<file path="src/rtl/core/pcle_pkg.sv">
// Shared constants and control/status types of the pc/line table encoder.
package pcle_pkg;

    localparam int PC_QUANTUM_LOG2 = 1;
    localparam int PC_QUANTUM      = 1 << PC_QUANTUM_LOG2;
    localparam int MAX_PC_RUNS     = 59;
    localparam int RUN_MAX         = 127;
    localparam int MAX_UNITS       = MAX_PC_RUNS * RUN_MAX;
    localparam int UNITS_W         = $clog2(MAX_UNITS + 1);
    localparam int RUN_W           = $clog2(RUN_MAX + 1);

    localparam logic [7:0] PC_BYTE_BASE = 8'd128;
    localparam logic [7:0] PAD_BYTE     = 8'd129;
    localparam logic [7:0] ESC_BYTE     = 8'd0;
    localparam int         SHORT_RANGE  = 64;

    localparam int ESC_IDX_W    = 3;
    localparam logic [ESC_IDX_W-1:0] ESC_IDX_LAST = 3'd4;

    localparam int IN_DATA_W  = 64;
    localparam int IN_USER_W  = 2;
    localparam int OUT_DATA_W = 8;

    // byte source select
    localparam logic [1:0] SEL_PC    = 2'd0;
    localparam logic [1:0] SEL_SHORT = 2'd1;
    localparam logic [1:0] SEL_ESC   = 2'd2;
    localparam logic [1:0] SEL_PAD   = 2'd3;

    typedef struct packed {
        logic       load;
        logic       eval;
        logic       emit;
        logic [1:0] sel;
    } pcle_cmd_t;

    typedef struct packed {
        logic out_free;
        logic is_end;
        logic rec_drop;
        logic odd;
        logic eval_skip_pc;
        logic run_final;
        logic short_delta;
        logic esc_last;
    } pcle_stat_t;

endpackage

</file>
<file path="src/rtl/core/pcle_dp.sv">
// Datapath: pc/line history, deltas, run counter, escape bytes and output register.
module pcle_dp (
    input  logic                          clk,
    input  logic                          rst_n,
    input  logic [pcle_pkg::IN_DATA_W-1:0] s_tdata,
    input  logic [pcle_pkg::IN_USER_W-1:0] s_tuser,
    input  logic                          cfg_we,
    input  logic [31:0]                   cfg_wdata,
    input  pcle_pkg::pcle_cmd_t           cmd,
    output pcle_pkg::pcle_stat_t          st,
    output logic                          m_tvalid,
    input  logic                          m_tready,
    output logic [pcle_pkg::OUT_DATA_W-1:0] m_tdata,
    output logic                          m_tlast,
    output logic                          m_tuser
);
    import pcle_pkg::*;

    logic [31:0]          in_pc;
    logic [30:0]          in_line;

    logic [31:0]          prev_pc_reg, prev_pc_next;
    logic [30:0]          prev_line_reg, prev_line_next;
    logic                 odd_reg, odd_next;
    logic [31:0]          diff_reg, diff_next;
    logic [31:0]          delta_reg, delta_next;
    logic [UNITS_W-1:0]   units_reg, units_next;
    logic                 err_reg, err_next;
    logic                 short_reg, short_next;
    logic [7:0]           short_byte_reg, short_byte_next;
    logic [ESC_IDX_W-1:0] esc_idx_reg, esc_idx_next;
    logic                 out_valid_reg, out_valid_next;
    logic [7:0]           out_byte_reg, out_byte_next;
    logic                 out_last_reg, out_last_next;
    logic                 out_err_reg, out_err_next;

    logic [31:0]          diff_units;
    logic                 eval_err;
    logic [31:0]          mag;
    logic [RUN_W-1:0]     run;
    logic [7:0]           esc_byte;
    logic [7:0]           emit_byte;
    logic                 emit_last;
    logic                 emit_err;

    assign in_pc   = s_tdata[31:0];
    assign in_line = s_tdata[62:32];

    assign diff_units = diff_reg >> PC_QUANTUM_LOG2;
    assign eval_err   = diff_reg[31] || (diff_units > 32'(MAX_UNITS));
    assign mag        = 32'd0 - delta_reg;
    assign run        = (units_reg > UNITS_W'(RUN_MAX)) ? RUN_W'(RUN_MAX)
                                                        : units_reg[RUN_W-1:0];

    always_comb
    begin
        unique case (esc_idx_reg)
            3'd0:    esc_byte = ESC_BYTE;
            3'd1:    esc_byte = delta_reg[31:24];
            3'd2:    esc_byte = delta_reg[23:16];
            3'd3:    esc_byte = delta_reg[15:8];
            3'd4:    esc_byte = delta_reg[7:0];
            default: esc_byte = ESC_BYTE;
        endcase
    end

    always_comb
    begin
        unique case (cmd.sel)
            SEL_PC:
            begin
                emit_byte = PC_BYTE_BASE + {1'b0, run};
                emit_last = 1'b0;
                emit_err  = 1'b0;
            end
            SEL_SHORT:
            begin
                emit_byte = short_byte_reg;
                emit_last = 1'b1;
                emit_err  = err_reg;
            end
            SEL_ESC:
            begin
                emit_byte = esc_byte;
                emit_last = (esc_idx_reg == ESC_IDX_LAST);
                emit_err  = err_reg;
            end
            default:
            begin
                emit_byte = PAD_BYTE;
                emit_last = 1'b1;
                emit_err  = 1'b0;
            end
        endcase
    end

    always_comb
    begin
        prev_pc_next    = prev_pc_reg;
        prev_line_next  = prev_line_reg;
        odd_next        = odd_reg;
        diff_next       = diff_reg;
        delta_next      = delta_reg;
        units_next      = units_reg;
        err_next        = err_reg;
        short_next      = short_reg;
        short_byte_next = short_byte_reg;
        esc_idx_next    = esc_idx_reg;
        out_valid_next  = out_valid_reg;
        out_byte_next   = out_byte_reg;
        out_last_next   = out_last_reg;
        out_err_next    = out_err_reg;

        if (cfg_we)
        begin
            prev_pc_next = cfg_wdata;
        end

        if (cmd.load)
        begin
            diff_next      = in_pc - prev_pc_reg;
            delta_next     = {1'b0, in_line} - {1'b0, prev_line_reg};
            prev_pc_next   = in_pc + 32'(PC_QUANTUM);
            prev_line_next = in_line;
        end

        if (cmd.eval)
        begin
            units_next   = diff_units[UNITS_W-1:0];
            err_next     = eval_err;
            esc_idx_next = '0;
            if (delta_reg[31])
            begin
                short_next      = (mag <= 32'(SHORT_RANGE));
                short_byte_next = 8'(SHORT_RANGE) + mag[7:0];
            end
            else
            begin
                short_next      = (delta_reg <= 32'(SHORT_RANGE));
                short_byte_next = delta_reg[7:0];
            end
        end

        if (m_tready)
        begin
            out_valid_next = 1'b0;
        end

        if (cmd.emit)
        begin
            out_valid_next = 1'b1;
            out_byte_next  = emit_byte;
            out_last_next  = emit_last;
            out_err_next   = emit_err;
            odd_next       = ~odd_reg;
            if (cmd.sel == SEL_PC)
            begin
                units_next = units_reg - UNITS_W'(run);
            end
            if (cmd.sel == SEL_ESC)
            begin
                esc_idx_next = esc_idx_reg + ESC_IDX_W'(1);
            end
        end
    end

    always_ff @(posedge clk or negedge rst_n)
    begin
        if (!rst_n)
        begin
            prev_pc_reg   <= '0;
            prev_line_reg <= '0;
            odd_reg       <= 1'b0;
            out_valid_reg <= 1'b0;
        end
        else
        begin
            prev_pc_reg   <= prev_pc_next;
            prev_line_reg <= prev_line_next;
            odd_reg       <= odd_next;
            out_valid_reg <= out_valid_next;
        end
    end

    always_ff @(posedge clk)
    begin
        diff_reg       <= diff_next;
        delta_reg      <= delta_next;
        units_reg      <= units_next;
        err_reg        <= err_next;
        short_reg      <= short_next;
        short_byte_reg <= short_byte_next;
        esc_idx_reg    <= esc_idx_next;
        out_byte_reg   <= out_byte_next;
        out_last_reg   <= out_last_next;
        out_err_reg    <= out_err_next;
    end

    assign st.out_free     = !out_valid_reg || m_tready;
    assign st.is_end       = s_tuser[0];
    assign st.rec_drop     = s_tuser[1] || (in_line == prev_line_reg);
    assign st.odd          = odd_reg;
    assign st.eval_skip_pc = eval_err || (diff_units == 32'd0);
    assign st.run_final    = (units_reg <= UNITS_W'(RUN_MAX));
    assign st.short_delta  = short_reg;
    assign st.esc_last     = (esc_idx_reg == ESC_IDX_LAST);

    assign m_tvalid = out_valid_reg;
    assign m_tdata  = out_byte_reg;
    assign m_tlast  = out_last_reg;
    assign m_tuser  = out_err_reg;

endmodule

</file>
<file path="src/rtl/core/pcle_ctrl.sv">
// Controller: sequences record intake, evaluation and byte emission.
module pcle_ctrl (
    input  logic                 clk,
    input  logic                 rst_n,
    input  logic                 s_tvalid,
    output logic                 s_tready,
    input  pcle_pkg::pcle_stat_t st,
    output pcle_pkg::pcle_cmd_t  cmd
);
    import pcle_pkg::*;

    localparam logic [2:0] S_IDLE = 3'd0;
    localparam logic [2:0] S_EVAL = 3'd1;
    localparam logic [2:0] S_PC   = 3'd2;
    localparam logic [2:0] S_LINE = 3'd3;
    localparam logic [2:0] S_PAD  = 3'd4;

    logic [2:0] state_reg, state_next;

    always_comb
    begin
        state_next = state_reg;
        cmd        = '0;
        s_tready   = 1'b0;
        unique case (state_reg)
            S_IDLE:
            begin
                s_tready = 1'b1;
                if (s_tvalid)
                begin
                    if (st.is_end)
                    begin
                        if (st.odd)
                        begin
                            state_next = S_PAD;
                        end
                    end
                    else if (!st.rec_drop)
                    begin
                        cmd.load   = 1'b1;
                        state_next = S_EVAL;
                    end
                end
            end
            S_EVAL:
            begin
                cmd.eval   = 1'b1;
                state_next = st.eval_skip_pc ? S_LINE : S_PC;
            end
            S_PC:
            begin
                cmd.sel = SEL_PC;
                if (st.out_free)
                begin
                    cmd.emit = 1'b1;
                    if (st.run_final)
                    begin
                        state_next = S_LINE;
                    end
                end
            end
            S_LINE:
            begin
                cmd.sel = st.short_delta ? SEL_SHORT : SEL_ESC;
                if (st.out_free)
                begin
                    cmd.emit = 1'b1;
                    if (st.short_delta || st.esc_last)
                    begin
                        state_next = S_IDLE;
                    end
                end
            end
            S_PAD:
            begin
                cmd.sel = SEL_PAD;
                if (st.out_free)
                begin
                    cmd.emit   = 1'b1;
                    state_next = S_IDLE;
                end
            end
            default:
            begin
                state_next = S_IDLE;
            end
        endcase
    end

    always_ff @(posedge clk or negedge rst_n)
    begin
        if (!rst_n)
        begin
            state_reg <= S_IDLE;
        end
        else
        begin
            state_reg <= state_next;
        end
    end

endmodule

</file>
<file path="src/rtl/core/pc_line_table_encoder.sv">
// Top level of the pc/line table encoder: controller, datapath and checks.
// A record is loaded on its input transfer, evaluated, then its bytes leave through the
// output register. One record at a time: input is taken only in idle; an emitting record
// gives ceil(units/127) pc bytes and 1 or 5 line bytes, one byte per cycle while the
// receiver is ready; dropped records emit none. End record: pad byte only on odd count.
// Reset (rst_n low, async): previous pc, previous line and byte parity clear to zero.
module pc_line_table_encoder (
    input  logic                            clk,
    input  logic                            rst_n,
    input  logic                            s_tvalid,
    output logic                            s_tready,
    input  logic [pcle_pkg::IN_DATA_W-1:0]  s_tdata,   // pc[31:0], line[62:32], zero[63]
    input  logic [pcle_pkg::IN_USER_W-1:0]  s_tuser,   // action[0], skip[1]
    output logic                            m_tvalid,
    input  logic                            m_tready,
    output logic [pcle_pkg::OUT_DATA_W-1:0] m_tdata,   // table_byte[7:0]
    output logic                            m_tlast,
    output logic                            m_tuser,   // error[0]
    input  logic                            cfg_we,
    input  logic [31:0]                     cfg_wdata
);
    import pcle_pkg::*;

    pcle_cmd_t  cmd;
    pcle_stat_t st;

    pcle_ctrl u_ctrl (
        .clk      (clk),
        .rst_n    (rst_n),
        .s_tvalid (s_tvalid),
        .s_tready (s_tready),
        .st       (st),
        .cmd      (cmd)
    );

    pcle_dp u_dp (
        .clk       (clk),
        .rst_n     (rst_n),
        .s_tdata   (s_tdata),
        .s_tuser   (s_tuser),
        .cfg_we    (cfg_we),
        .cfg_wdata (cfg_wdata),
        .cmd       (cmd),
        .st        (st),
        .m_tvalid  (m_tvalid),
        .m_tready  (m_tready),
        .m_tdata   (m_tdata),
        .m_tlast   (m_tlast),
        .m_tuser   (m_tuser)
    );

    // pc run bytes never end a record and never flag an error
    a_pc_byte_clean: assert property (@(posedge clk) disable iff (!rst_n)
        (cmd.emit && (cmd.sel == SEL_PC)) |=> (!m_tlast && !m_tuser))
        else $error("pc run byte marked last or error");

    // pad byte is a clean final byte
    a_pad_byte: assert property (@(posedge clk) disable iff (!rst_n)
        (cmd.emit && (cmd.sel == SEL_PAD)) |=> ((m_tdata == PAD_BYTE) && m_tlast && !m_tuser))
        else $error("pad byte wrong value or flags");

    // parity flips on every emitted byte
    a_parity: assert property (@(posedge clk) disable iff (!rst_n)
        cmd.emit |=> (st.odd != $past(st.odd)))
        else $error("byte parity not updated on emit");

    // end record with even count emits nothing and frees the input at once
    a_even_end: assert property (@(posedge clk) disable iff (!rst_n)
        (s_tvalid && s_tready && s_tuser[0] && !st.odd) |=> s_tready)
        else $error("even end record did not complete immediately");

endmodule

</file>
<file path="config.mk">
export PLATFORM = sky130hd
export DESIGN_NAME = pc_line_table_encoder
export DESIGN_NICKNAME = d
export VERILOG_FILES = /design/src/rtl/core/pcle_pkg.sv /design/src/rtl/core/pcle_dp.sv /design/src/rtl/core/pcle_ctrl.sv /design/src/rtl/core/pc_line_table_encoder.sv
export SDC_FILE = /design/constraint.sdc
export NUM_CORES = 1
export LEC_CHECK = 0
export BUFFER_PORTS_ARGS = -buffer_cell sky130_fd_sc_hd__buf_2
export CORE_MARGIN = 2
export CORE_UTILIZATION = 60
export DETAILED_ROUTE_END_ITERATION = 10
export GPL_TIMING_DRIVEN = 0
export PLACE_DENSITY = 0.81
export SLEW_MARGIN = 20
export SYNTH_ARGS = -nofsm -noshare
export SYNTH_HDL_FRONTEND = slang
export SYNTH_SLANG_ARGS = --single-unit
</file>
<file path="constraint.sdc">
create_clock -name clk -period 5.55 [get_ports clk]
set_clock_uncertainty 0.15 [all_clocks]
set_input_delay 1.11 -clock clk [delete_from_list [all_inputs] [get_ports clk]]
set_output_delay 1.11 -clock clk [all_outputs]
set_load 0.02 [all_outputs]
</file>
== Yosys cells after proc, flatten, opt, wreduce, memory -nomap -nowiden ==
Cells that the tools add are included.
Word-level totals
  register bits: 168
  bits of input ports: 103
  output and inout port bits: 12
  logic and storage cells: 97
Cells by class
  $add $sub $neg: 8
  $lt $le $gt $ge: 5
  eq/ne operators: 19
  mux-type cells: 36
  bitwise gates (word level): 1
  reduce and logical (&&, ||, !) cells: 13
Operator list (number)
  $le 32x7->1 const B: 2
  $mux 32: 2
  $mux 13: 3
  $mux 3: 12
  $add 32x2->32 const B: 1
  $logic_not 32->1: 1
  $pmux 8 s4: 1
  $sub 1x32->32 const A: 1
  $sub 31x31->32: 1
  $sub 32x32->32: 1
  $eq 31x31->1: 1
  $gt 31x13->1 const B: 1
  $pmux 8 s3: 1
  $pmux 3 s5: 1
  $gt 13x7->1 const B: 1
  $le 13x7->1 const B: 1
  $sub 13x7->13: 1
  $eq 3x2->1 const B: 4
  $mux 1: 11
  $ne 2x2->1 const B: 5
  $pmux 3 s3: 1
  $add 7x8->8 const A: 1
  $add 8x7->8 const A: 1
  $mux 8: 1
  other kinds (19): 26

== Depth between registers and ports, before layout ==
  depth in word-level cells: 7
  gate-level depth with buffers: 12
  depth with buffers taken out: 12

== By module ==
A second synthesis with hierarchy kept.
Unflattened totals
  cells, all modules: 1270
  area, all modules: 11442.2 µm²
By module, submodules not included
  pcle_dp: instances 1, cells an instance 1235, area each 11170.7 µm², seq. area each 4439.3 µm²
  pcle_ctrl: instances 1, cells an instance 35, area each 271.5 µm², seq. area each 75.1 µm²

== Worst setup path after synthesis ==
Ideal clock, no wire load.
  path type: input -> register
  from: input port s_tdata[49] (netlist name)
  to: register u_dp.delta_reg[0] (enable)
  library setup time: 0.452 ns
  arrival: 4.582 ns
  data required time: 4.948 ns
  slack: 0.367 ns
  stages: 9
  path buffers: 3
  cells stage by stage: ha_1 > and3_1 > nand3_1 > inv_1 > a41oi_1 > and3_1 > clkbuf_1 > clkbuf_1 > buf_1
RTL lines
  start: declaration: RTL line pc_line_table_encoder.sv:12  | input logic [pcle_pkg::IN_DATA_W-1:0] s_tdata,
  end signal: assignment: RTL line pcle_dp.sv:188  | delta_reg <= delta_next;
  end: declaration: RTL line pcle_dp.sv:26  | logic [31:0] delta_reg, delta_next;

==> flow_summary.toml <==
[floorplan]
ios = 115
initial_utilization_pct = 61.7
die_area_um2 = 19800
fp-row-count = 49
die_height_um = 141
fp.dieW_um = 141
core_um2 = 18100

[worst_setup_path]
arrival_ns = 4.44
start_kind = "input port"
critPathCaptureType = "flip-flop"
path_max_fanout = 32
crit_type = "input port to flip-flop"
required_ns = 5.53

[cells_and_area]
layout_common_cells = "152 x nand2_1, 114 x buf_2, 105 x o21ai_0, 93 x inv_1, 88 x a21oi_1"
area_growth_pct = 13.5
finalNetCount = 1560
nFillCells = 1393
seqCellArea_um2 = 4510
multi_input_area_um2 = 6170
final_util_pct = 70.0
drive_gt1_share_pct = 12.1
layout_commonest_cell = "nand2_1"

[synthesis]
synth-async-reset-ratio_pct = 40.7
ys.warnings.count = 0
synth_area_per_cell_um2 = 8.98
netlist_area_um2 = 11200
synthFlopType = "edfxtp_1"
synth_edf_count = 83
syn-instance-count = 1246
syn-num-nets = 1426
synth.ff_latch_count = 167
synth.distinct_cells = 71
ys_seq_area_share_pct = 40.3

[timing]
tightestPinTransition_ns = 1.03
slew-limit-headroom_pct = 29.7
fmax_mhz = 224
hold-worst-slack_ns = 0.333
setup_violations = 0
slew_violations = 0
timing.final.crit_share_pct = 80.4
rsz0062_at_grt = "no"
final_hold_viol_count = 0
period_needed_ns = 4.46

[detailed_routing]
drtPass1Iterations = 6
vias = 9796
wl_per_cell_um = 16.7
drt_iter0_drc = 829
avgViaCountPerCell = 6.04
drc = 0
wl_um = 27200
ant_nets = 0

[clocking]
cts_setup_buffers = 0
clkLatencyLatePin_ns = 0.44
path_clk_slew_ns = 0.06
cts_buffers = 17
clk_path_buf_depth = 2
cts_resized = 0
cts_root_buf = "clkbuf_16"
cts_sinks = 167
tritoncts = "yes"
cts_hold_buffers = 0
htree_levels = 4

[run_status]
outcome = "complete, no violations"

[power]
vdd_drop_max_uv = 266
power_density_nw_per_um2 = 433
p_leak_uw = 0.00548

[global_route]
grt_max_degree = 42
track_usage_pct = 27.9
grt_antenna_before_repair = 2
grt_overflow = 0
grt_pass1_vias = 9311
grt_pass1_wl_um = 44600

[hold_path]
hold_class = "flip-flop to flip-flop"

[placement]
gp_congestion = 0.923
place.port_buffers = 112
hpwl_um = 20600

[job]
drv_cap = 0
per-layer routing:
layer	wire (µm)	vias to the layer above	global-route usage, %
met1	12400	4586	38.5
li1	-	4766	-
met3	1880	60	5.84
met2	12200	382	44.3
met4	580	2	9.74
met5	13	-	0
layout make-up:
| cell class | count | share of cell area [%] |
|---|---|---|
| diodes | 1 | 0.0197 |
| plain buffers | 39 | 1.27 |
| clock buffers | 18 | 3.55 |
| clock inverters | 14 | 1.08 |
| inverters | 94 | 2.78 |
| multi-input cells | 946 | 48.6 |
| flip-flops and latches | 167 | 35.5 |
| well taps | 229 | 2.26 |
| repair buffers | 115 | 4.96 |
logic make-up (layout without fill, tap and decap cells):
| group | count (synthesis) | in the layout | synth area share [%] |
|---|---|---|---|
| xor+xnor | 94 | 94 | 7.36 |
| fa+ha+maj | 77 | 77 | 8.74 |
| flops | 167 | 167 | 40.3 |
| other cells | 0 | 1 | 0 |
| simple gates | 400 | 400 | 17.3 |
| mux | 27 | 27 | 2.43 |
| buf+inv | 133 | 280 | 4.58 |
| compound gates | 348 | 348 | 19.3 |
stage by stage:
stage | setup WS, ns | area, µm² | cells | total power, µW | TNS (ns)
6_report | 1.09 | 12700 | 1623 | 5510 | 0
5_1_grt | 0.887 | 12700 | 1622 | 5880 | 0
4_1_cts | 1.08 | 12700 | 1622 | 5480 | 0
3_5_place_dp | 0.649 | 12100 | 1590 | 4290 | 0
3_3_place_gp | -1.48 | 12000 | 1587 | 4200 | -106.00
2_1_floorplan | 0.367 | 11200 | 1246 | 3670 | 0
cells in the mapped netlist, drive strengths merged, types with 6 or more instances:
master | instances | area (µm²)
nand2 | 152 | 571
o21ai | 105 | 526
inv | 93 | 349
a21oi | 89 | 445
edfxtp | 83 | 2490
nor2 | 76 | 285
ha | 75 | 938
dfrtp | 68 | 1700
xnor2 | 56 | 490
xor2 | 38 | 333
a21o | 36 | 272
nand3 | 36 | 180
clkbuf | 28 | 105
mux2i | 26 | 260
nor3 | 24 | 136
a22oi | 18 | 135
nor4 | 18 | 119
a211oi | 17 | 128
a31oi | 17 | 106
nand2b | 17 | 106
dfxtp | 16 | 320
nor2b | 15 | 93.8
and3 | 14 | 87.6
nand4 | 14 | 87.6
buf | 11 | 55.1
and2 | 8 | 50.1
o31ai | 8 | 60.1
a311oi | 6 | 52.6
o21a | 6 | 45.0
o21bai | 6 | 45.0
o22ai | 6 | 37.5
or3 | 6 | 42.5
worst paths after layout:
path                                                     from                            endpoint  slack, ns  depth (start not counted)
setup / recovery                                  s_tdata[49]        u_dp.delta_reg[17]$_DFFE_PP_       1.09                         11
hold / removal                       u_dp.odd_reg$_DFFE_PN0P_            u_dp.odd_reg$_DFFE_PN0P_       0.33                          1
setup reg to reg           u_dp.prev_line_reg[17]$_DFFE_PN0P_        u_dp.delta_reg[17]$_DFFE_PP_       1.50                         11
hold reg to reg                      u_dp.odd_reg$_DFFE_PN0P_            u_dp.odd_reg$_DFFE_PN0P_       0.33                          1
max in group asynchronous                               rst_n  u_dp.prev_line_reg[13]$_DFFE_PN0P_       4.21                          2
min in group asynchronous                               rst_n    u_dp.prev_pc_reg[19]$_DFFE_PN0P_       0.45                          1
critical path: stages:
cell,delay (ns)
buf_2,0.11
ha_1,0.36
and3_1,0.23
nand3_1,0.08
inv_1,0.07
a41oi_1,0.54
and3_1,0.35
clkbuf_1,0.38
clkbuf_1,0.45
buf_2,0.47
buf_12,0.26
where the power goes:
part	internal [µW]	switching (µW)	leakage (µW)
registers	1730	154	0.00166
logic	977	1460	0.00352
clock network	656	531	0.000292
(Power assumes the default switching activity.)
